### src/smc_pkg.sv
package smc_pkg;

    // Table geometry. Slot indexes are ADDR_W bits wide. Probe counters are one bit wider
    // so that they can hold the full table depth.
    localparam int TABLE_DEPTH = 1024;
    localparam int ADDR_W      = $clog2(TABLE_DEPTH);
    localparam int CNT_W       = ADDR_W + 1;

    localparam logic [ADDR_W-1:0] LAST_SLOT = ADDR_W'(TABLE_DEPTH - 1);
    localparam logic [CNT_W-1:0]  DEPTH_CNT = CNT_W'(TABLE_DEPTH);
    localparam logic [CNT_W-1:0]  LAST_CNT  = CNT_W'(TABLE_DEPTH - 1);

    localparam logic [31:0] HASH_MULT = 32'h9E37_79B1;

    // Command codes.
    localparam logic [1:0] CMD_CLEAR  = 2'd0;
    localparam logic [1:0] CMD_INSERT = 2'd1;
    localparam logic [1:0] CMD_QUERY  = 2'd2;

    typedef struct packed {
        logic [1:0]         cmd;
        logic signed [31:0] value;
    } req_t;

    typedef struct packed {
        logic        hit;
        logic [31:0] hit_count;
        logic        table_full;
    } rsp_t;

    // One table entry as it is kept in memory.
    typedef struct packed {
        logic        valid;
        logic [31:0] value;
    } entry_t;

    // Outcome of a probe walk. A walk finds a match, finds an empty slot, or finds neither.
    typedef struct packed {
        logic              found;
        logic              empty;
        logic [ADDR_W-1:0] slot;
    } probe_res_t;

    // Multiplicative hash folded down to a slot index. The folded value stays below
    // twice the depth, so one conditional subtract brings it into range.
    function automatic logic [ADDR_W-1:0] home_slot(input logic [31:0] v);
        logic [31:0]      prod;
        logic [31:0]      h;
        logic [CNT_W-1:0] low;
        prod = v * HASH_MULT;
        h    = prod ^ (prod >> 16);
        low  = {1'b0, h[ADDR_W-1:0]};
        if (low >= DEPTH_CNT)
        begin
            low = low - DEPTH_CNT;
        end
        return low[ADDR_W-1:0];
    endfunction

endpackage

### src/smc_probe.sv
module smc_probe (
    input  logic                  clk,
    input  logic                  rst_n,
    input  logic                  start,
    input  logic [31:0]           key,
    output logic                  rd_en,
    output logic [smc_pkg::ADDR_W-1:0] rd_addr,
    input  smc_pkg::entry_t       rd_data,
    output logic                  done,
    output smc_pkg::probe_res_t   res
);
    import smc_pkg::*;

    // Reads are issued one slot per cycle. Each read returns in the next cycle and is checked
    // then, so the walk streams through the table at one entry per cycle.
    logic              busy_reg,      busy_next;
    logic [ADDR_W-1:0] iss_addr_reg,  iss_addr_next;
    logic [CNT_W-1:0]  iss_cnt_reg,   iss_cnt_next;
    logic [CNT_W-1:0]  chk_cnt_reg,   chk_cnt_next;
    logic              pend_reg,      pend_next;
    logic [ADDR_W-1:0] pend_slot_reg, pend_slot_next;
    logic [31:0]       key_reg,       key_next;
    logic              issue;

    always_comb
    begin
        busy_next      = busy_reg;
        iss_addr_next  = iss_addr_reg;
        iss_cnt_next   = iss_cnt_reg;
        chk_cnt_next   = chk_cnt_reg;
        key_next       = key_reg;
        pend_slot_next = iss_addr_reg;
        done           = 1'b0;
        res            = '{found: 1'b0, empty: 1'b0, slot: pend_slot_reg};

        if (busy_reg && pend_reg)
        begin
            if (!rd_data.valid)
            begin
                done      = 1'b1;
                res.empty = 1'b1;
            end
            else if (rd_data.value == key_reg)
            begin
                done      = 1'b1;
                res.found = 1'b1;
            end
            else if (chk_cnt_reg == LAST_CNT)
            begin
                // Every slot has been seen without a match or a hole.
                done = 1'b1;
            end
            else
            begin
                chk_cnt_next = chk_cnt_reg + 1'b1;
            end
        end

        issue = busy_reg && !done && (iss_cnt_reg != DEPTH_CNT);
        if (issue)
        begin
            iss_cnt_next  = iss_cnt_reg + 1'b1;
            iss_addr_next = (iss_addr_reg == LAST_SLOT) ? '0 : iss_addr_reg + 1'b1;
        end
        pend_next = issue;

        if (done)
        begin
            busy_next = 1'b0;
        end

        if (start)
        begin
            busy_next     = 1'b1;
            iss_addr_next = home_slot(key);
            iss_cnt_next  = '0;
            chk_cnt_next  = '0;
            pend_next     = 1'b0;
            key_next      = key;
        end
    end

    assign rd_en   = issue;
    assign rd_addr = iss_addr_reg;

    always_ff @(posedge clk or negedge rst_n)
    begin
        if (!rst_n)
        begin
            busy_reg <= 1'b0;
            pend_reg <= 1'b0;
        end
        else
        begin
            busy_reg <= busy_next;
            pend_reg <= pend_next;
        end
    end

    always_ff @(posedge clk)
    begin
        iss_addr_reg  <= iss_addr_next;
        iss_cnt_reg   <= iss_cnt_next;
        chk_cnt_reg   <= chk_cnt_next;
        pend_slot_reg <= pend_slot_next;
        key_reg       <= key_next;
    end

endmodule

### config.mk
export PLATFORM = sky130hd
export DESIGN_NAME = smc_probe
export DESIGN_NICKNAME = d
export VERILOG_FILES = /design/src/smc_pkg.sv /design/src/smc_probe.sv
export SDC_FILE = /design/constraint.sdc
export NUM_CORES = 1
export LEC_CHECK = 0
export BUFFER_PORTS_ARGS = -buffer_cell sky130_fd_sc_hd__buf_2
export CAP_MARGIN = 10
export CORE_AREA = 8 8 159 161
export DETAILED_ROUTE_END_ITERATION = 16
export DIE_AREA = 0 0 167 169
export SETUP_SLACK_MARGIN = 0.3
export SYNTH_ARGS = -nofsm -noshare
export SYNTH_HDL_FRONTEND = slang
export SYNTH_SLANG_ARGS = --single-unit
### constraint.sdc
create_clock -name clk -period 2.1 [get_ports clk]
set_input_delay 0.315 -clock clk [delete_from_list [all_inputs] [get_ports clk]]
set_output_delay 0.315 -clock clk [all_outputs]
set_load 0.005 [all_outputs]
==> results.cfg, run 1 <==
[setup_path]
slowest_delay_ps = 540
reg2reg_to = iss_cnt_reg[3]
crit_path_cell_trace = buf_12 -> buf_12 -> ha_4 -> fa_1 -> inv_1 -> fa_1 -> fa_1 -> fa_1 -> inv_2 -> fa_1 -> inv_2 -> fa_1 -> inv_2 -> ha_4 -> o21a_1 -> nor2_4 -> or2_4 -> o211ai_1 -> buf_4 -> nand2_2 -> xnor2_2 -> o22ai_1
crit_path_end_kind = flip-flop
r2r_cells = 11
crit_arrival_ps = 5300
cp_max_fo = 3
critPathLaunch = key[11]
cp_top_family = adder cells
critPathLaunchType = input port
r2r_setup_slack_ps = -190
crit_top_cell = fa_1
path_class = input port to flip-flop
critPathRequiredTime_ps = 2170
r2r_start = key_reg[30]
cp_slowest_cell = fa_1
path_buf_inv = 7

[worst_hold_path]
hold_path.class = input port to flip-flop
min_to = key_reg[30]
holdCritStartpoint = key[30]
min_path_cells = 1

[global_routing]
track_usage = 0.176
antenna_found_initial = 0
grt_overflow = 0
grt_pass1_wl_um = 38200
grt_max_degree = 39
grt_pass1_vias = 7160

[placement]
post-dp-hpwl_um = 20400
portBuffers = 91
gp_congestion = 0.892
placed_area_um2 = 11100

[synth]
yosys_register_bits = 76
synth-edff-count = 42
async_flop_share = 0.0263
post_synth_num_cell_types = 48
synthTopCellsByCount = inv_1 (240), ha_1 (136), fa_1 (122), xnor2_1 (86), edfxtp_1 (42)
synth.most_common_cell = inv_1
ys_seq_area_frac = 0.218
yosys-top-cells-area = fa_1 (27%), ha_1 (19%), edfxtp_1 (14%)
syn_inst = 860
syn_nets = 1186
ys_warn_count = 0
yosysTopAreaCell = fa_1
syn_area_per_cell_um2 = 10.4
synth.top_cell.area_share = 0.273
dominantRegCellSynth = edfxtp_1
synth_area_um2 = 8960

[sta]
setup_viol = 41
clock.fmax_ghz = 0.191
relSlewSlack = 0.651
fin_crit_sh = 2.49
slew_viol_final = 0
layout_setup_ws_ps = -3130
rsz0062_at_grt = yes
finalClockSkew_ps = 9.63
finalHoldViolations = 0
fin_tns_setup_ps = -32670
finalCriticalPeriod_ps = 5230
worstMarginPinSlew_ps = 520

[layout]
stdcell_area_um2 = 12100
nNetsFinal = 1415
largest_reg_flops = 32
antenna_cells = 0
area_delta_synth_final_pct = 35.5
fillers = 2028
layout-drive-gt1-share = 0.354

[detailed_routing]
dr.pass1.iters = 5
vias = 6409
ant_nets = 0
avgRoutedWirePerCell_um = 17.1
vias_per_cell = 4.63
drtIter0Drc = 268
drc_errors = 0
drt-total-wl_um = 23700

[clock_tree]
cts.sinks = 76
path_clk_slew_ps = 60
cts_buffer_depth = 2
h-tree-depth = 3
numCtsBuffers = 9
cts_tree = yes
clk_latency_ps = 340
clock-root-buffer = clkbuf_16

[job]
drv_cap = 0

[status]
outcome = finished with violations
violations = setup timing

[floorplan]
io_pins = 92
coreArea_um2 = 22900
die_h_um = 169
num_rows = 56
fp.dieW_um = 167
die_area_um2 = 28200
start_util = 0.391
-- cells in the final DEF (no fill, tap or decap), types with 10 or more instances in the layout --
cell      count
xor2_1       16
ha_4         31
buf_4       104
inv_1       199
nor2_1       30
xnor2_1      77
ha_1        102
dfxtp_1      32
a21oi_1      10
fa_2         17
nand2_1      18
inv_2        35
buf_6        26
nand4_1      16
edfxtp_1     42
buf_2        78
fa_1        105
-- timing repair --
| action | CTS | global route |
|---|---|---|
| gates resized for setup | 91 | 49 |
| setup endpoints to repair | 47 | 47 |
| cloned | 0 | 1 |
| pin swaps | 79 | 33 |
| buffers inserted | 15 | 3 |
| endpoints found under the hold margin | 2 | 0 |
| hold buffers | 1 | 0 |
-- cells by family after synthesis --
group	synth area share
AO/OA/AOI/OAI	0.0399
XOR/XNOR	0.103
adder cells (fa/ha/maj)	0.463
buffers and inverters	0.104
flip-flops	0.218
multiplexers	0.00237
AND/OR/NAND/NOR	0.0698
-- layer usage --
layer / global-route usage / part of all wire / vias up
met5: 0 / 0 / -
met4: 0.0360 / 0.0098 / 0
met3: 0.0314 / 0.053 / 15
met2: 0.306 / 0.49 / 119
met1: 0.225 / 0.45 / 3130
li1: - / - / 3145
-- per-stage QoR --
step           utilization  cells  setup WS, ps  hold WS, ps
2_1_floorplan            -    860         -3170         19.4
3_3_place_gp         0.484   1348         -3600          101
3_5_place_dp         0.484   1348         -3710          104
4_1_cts              0.520   1380         -3100          129
5_1_grt              0.530   1384         -3310          131
6_report             0.530   1384         -3130          147
-- how the worst max path moves through the flow --
stage,end,slack [ps],cells after the start
finish,rd_addr[7],-3130,22
global route,rd_addr[9],-3310,22
CTS,rd_addr[7],-3100,22
detailed placement,rd_addr[9],-3710,19
global placement,rd_addr[9],-3600,19
floorplan,rd_addr[6],-3170,19
-- layout make-up --
| type | instances | area (µm²) | area share |
|---|---|---|---|
| Multi-Input combinational cell | 540 | 6910 | 0.569 |
| Inverter | 241 | 925 | 0.0762 |
| Timing Repair Buffer | 221 | 1700 | 0.140 |
| Sequential cell | 76 | 1950 | 0.161 |
| Clock buffer | 11 | 233 | 0.0192 |
| Tap cell | 290 | 363 | 0.0299 |
| Clock inverter | 5 | 61.3 | 0.00505 |
Power of run 1 is left out: the tool's default activity adds up to more than one toggle a clock period on the data nets, which glitch-free logic cannot reach.
==> run 2: changes to the inputs <==
- CORE_AREA: 8 8 159 161 -> 8 8 136 138
- DIE_AREA: 0 0 167 169 -> 0 0 144 146
- PLACE_DENSITY_LB_ADDON: unset -> 0.1
==> run 2 against run 1 <==
The run still ends with setup timing left. Critical path depth is the same. Register-to-register slack got worse by 110 ps. Via count up 0.66%. Die area shrank 26%. Worst hold slack about the same. First-iteration DRC count down 5.6%. Final cell count shrank 5.3%. Maximum frequency decreased by 0.12%. Count of clock-buffer cells in the layout fell by 2. Non-clock buffer count decreased by 4.
==> results.cfg, run 2 (synthesis results as in run 1) <==
[status]
outcome = finished with violations
violations = setup timing

[floorplan]
die_area_um2 = 21000
num_rows = 47
coreArea_um2 = 16300
io_pins = 92
start_util = 0.550
fp.dieW_um = 144
die_h_um = 146

[clock_tree]
cts_buffer_depth = 2
clk_latency_ps = 340
h-tree-depth = 3
cts.sinks = 76
cts_tree = yes
numCtsBuffers = 9
clock-root-buffer = clkbuf_16
path_clk_slew_ps = 60

[sta]
finalHoldViolations = 0
fin_crit_sh = 2.49
clock.fmax_ghz = 0.191
rsz0062_at_grt = yes
layout_setup_ws_ps = -3140
worstMarginPinSlew_ps = 487
relSlewSlack = 0.673
finalClockSkew_ps = 7.61
slew_viol_final = 0
setup_viol = 40
finalCriticalPeriod_ps = 5240

[detailed_routing]
avgRoutedWirePerCell_um = 17.9
drtIter0Drc = 253
vias = 6451
drc_errors = 0
dr.pass1.iters = 4
ant_nets = 0
vias_per_cell = 4.92
drt-total-wl_um = 23400

[setup_path]
path_class = input port to flip-flop
critPathLaunch = key[11]
critPathRequiredTime_ps = 2170
crit_arrival_ps = 5310
critPathLaunchType = input port
cp_max_fo = 4
r2r_start = key_reg[6]
crit_path_end_kind = flip-flop

[layout]
seq_area_um2 = 1950
fillers = 1154
stdcell_area_um2 = 12000
final_cell_mix = inv_1 (200), fa_1 (105), buf_4 (102)
fin_cells = 1310
layout_commonest_cell = inv_1
layout-drive-gt1-share = 0.356
nNetsFinal = 1411
multi_input_area_um2 = 6930
antenna_cells = 0
largest_reg_flops = 32
area_delta_synth_final_pct = 34.2

[placement]
gp_congestion = 0.941
dp.cells = 1270
post-dp-hpwl_um = 19500
placed_area_um2 = 10900
portBuffers = 91

[global_routing]
antenna_found_initial = 0
grt_pass1_vias = 6978
track_usage = 0.227
grt_pass1_wl_um = 36300
grt_overflow = 0
grt_max_degree = 25

[worst_hold_path]
hold_path.class = input port to flip-flop
holdCritStartpoint = key[31]

[job]
drv_cap = 0
==> run 2: metrics by stage <==
step / TNS [ps] / util / setup slack (ps) / hold WS, ps
2_1_floorplan: -27970 / - / -3170 / 19.4
3_3_place_gp: -32900 / 0.667 / -3500 / 100
3_5_place_dp: -33480 / 0.667 / -3550 / 104
4_1_cts: -30040 / 0.721 / -3120 / 140
5_1_grt: -37810 / 0.738 / -3250 / 137
6_report: -33720 / 0.738 / -3140 / 147
==> run 2: cell type report <==
cell class | instances | area share
clock inverter | 7 | 0.00624
sequential | 76 | 0.162
tap | 220 | 0.0229
timing repair buffer | 217 | 0.136
multi-input combinational | 540 | 0.576
inverter | 241 | 0.0769
clock buffer | 9 | 0.0187
==> run 2: timing repair <==
action | in CTS | in global routing
gates cloned | 1 | 0
buffers inserted | 15 | 7
hold buffers | 1 | 0
endpoints found under the setup margin | 47 | 47
pin swaps | 71 | 61
endpoints found under the hold margin | 2 | 0
gates resized for setup | 93 | 55
==> run 2: path summary, 6_finish.rpt <==
path | slack [ps] | to | depth (start not counted)
setup / recovery | -3140 | rd_addr[7] | 22
hold / removal | 150 | key_reg[31] | 1
setup reg to reg | -300 | iss_cnt_reg[6] | 11
hold reg to reg | 460 | pend_slot_reg[1] | 0
max in group asynchronous | 1710 | pend_reg | 2
min in group asynchronous | 300 | busy_reg | 2
==> run 2: metal layers <==
layer | wire (µm) | part of all wire | global-route usage
met4 | 775 | 0.033 | 0.0852
met3 | 1020 | 0.044 | 0.0269
met1 | 9270 | 0.40 | 0.270
met5 | 0 | 0 | 0
met2 | 12300 | 0.53 | 0.407
==> run 2: critical path, cell delays in order <==
cell      delay (ps)
buf_12           110
buf_8            120
ha_4             230
fa_1             510
inv_1             50
fa_1             490
fa_1             430
fa_1             510
inv_1             50
fa_1             490
inv_2             40
fa_1             510
inv_2             40
ha_4             250
o21a_1           150
nor2_4            50
or2_4            220
o211ai_1         280
buf_4            170
nand2_2           50
xnor2_1          120
o22ai_1          110
Power of run 2 is left out for the same reason.
==> run 3: changes to the inputs <==
- CTS_CLUSTER_DIAMETER: unset -> 30
- TNS_END_PERCENT: unset -> 10
==> run 3 against run 2 <==
Wire length is 5.2% lower. Die area unchanged. Sequential share of layout area up 0.87 points. Highest routed layer unchanged. Final cell count is 1.3% lower. Final area fell by 5.1%. Count of clock-buffer cells in the layout up 1. The run still ends with setup timing left. Largest cell class unchanged. Via count decreased by 0.95%. Flip-flop and latch count stayed put. Worst hold slack improved by 10 ps.
==> results.cfg, run 3 (synthesis results as in run 1) <==
[detailed_routing]
ant_nets = 0
vias_per_cell = 4.94
avgRoutedWirePerCell_um = 17.2
vias = 6390
drtIter0Drc = 261
drc_errors = 0
dr.pass1.iters = 4
drt-total-wl_um = 22200

[clock_tree]
clock-root-buffer = clkbuf_16
clk_latency_ps = 340
path_clk_slew_ps = 60
cts.sinks = 76
numCtsBuffers = 9
cts_tree = yes
cts_buffer_depth = 2
h-tree-depth = 3

[sta]
relSlewSlack = 0.750
fin_crit_sh = 2.50
finalHoldViolations = 0
finalClockSkew_ps = 14.8
clock.fmax_ghz = 0.190
finalCriticalPeriod_ps = 5250
slew_viol_final = 0
rsz0062_at_grt = yes
setup_viol = 18
fin_tns_setup_ps = -29730
layout_setup_ws_ps = -3150
worstMarginPinSlew_ps = 373

[floorplan]
die_area_um2 = 21000
die_h_um = 146
num_rows = 47
start_util = 0.550
fp.dieW_um = 144
coreArea_um2 = 16300
io_pins = 92

[global_routing]
grt_pass1_wl_um = 35600
grt_overflow = 0
antenna_found_initial = 0
grt_max_degree = 38
track_usage = 0.221
grt_pass1_vias = 6913

[setup_path]
path_class = input port to flip-flop
critPathRequiredTime_ps = 2170
critPathLaunchType = input port
crit_arrival_ps = 5320
crit_path_end_kind = flip-flop
cp_max_fo = 5

[placement]
pre_cts_ws_ps = -3770
gp_congestion = 0.904
portBuffers = 91
post-dp-hpwl_um = 18600

[layout]
fillers = 1293
layout_commonest_cell = inv_1
final_cell_mix = inv_1 (210), ha_1 (112), fa_1 (110)
antenna_cells = 0
nNetsFinal = 1394
layout-drive-gt1-share = 0.303
area_delta_synth_final_pct = 27.3
final_util = 0.700
largest_reg_flops = 32

[status]
outcome = finished with violations
violations = setup timing

[worst_hold_path]
hold_path.class = input port to flip-flop

[job]
drv_cap = 0
run 3: cell types whose count changed in the layout (fill, tap and decap cells not counted), sizes merged:
| cell | delta |
|---|---|
| buf | -16 |
| clkinv | -3 |
| inv | +3 |
| bufinv | -1 |
| clkbuf | +1 |
| nand2 | -1 |
run 3: layer usage:
metal,vias up,GRT usage,routed length [µm]
li1,3096,-,-
met1,3155,0.290,10100
met2,119,0.379,10900
met3,20,0.0276,961
met4,0,0.0510,265
met5,-,0,0
run 3: per-stage QoR:
stage	hold WS [ps]	instances	area, µm²
detailed placement	101	1272	10600
finish	157	1293	11400
global route	149	1293	11400
CTS	148	1292	11300
global placement	101	1272	10600
floorplan	19.4	860	9060
run 3: worst paths after layout:
| kind | cells after the start | start | slack (ps) | end |
|---|---|---|---|---|
| setup / recovery | 21 | key[9] | -3150 | rd_addr[8] |
| hold / removal | 1 | key[28] | 160 | key_reg[28] |
| setup reg to reg | 10 | key_reg[11] | -60 | iss_cnt_reg[7] |
| hold reg to reg | 0 | rd_addr[1] | 460 | pend_slot_reg[1] |
| max in group asynchronous | 2 | rst_n | 1720 | pend_reg |
| min in group asynchronous | 2 | rst_n | 280 | busy_reg |
run 3: repair_timing:
action                     4_1_cts  5_1_grt
hold buffers                     1        0
pin swaps                      101       32
resized for setup               87       28
setup endpoints to repair       47       47
hold endpoints to repair         2        0
buffers inserted                 3        1
run 3: final cells by class:
class | count | area, µm² | share of cell area
clock buffers | 10 | 250 | 0.0219
clock inverters | 6 | 51.3 | 0.00450
inverters | 241 | 920 | 0.0806
multi-input cells | 539 | 6550 | 0.574
flip-flops and latches | 76 | 1950 | 0.171
well taps | 220 | 275 | 0.0241
repair buffers | 201 | 1410 | 0.123
run 3: worst max-delay path, cell delays in order:
cell and delay (ps):
buf_4 150, inv_2 90, fa_1 490, fa_1 520
inv_2 40, fa_2 530, inv_2 50, fa_1 440
inv_2 70, fa_2 430, fa_1 510, inv_2 40
fa_1 540, inv_2 50, ha_4 290, nand3_4 70
a211oi_4 190, buf_4 160, o31ai_4 70, xnor2_1 150
o21ai_1 110
Power of run 3 is left out for the same reason.
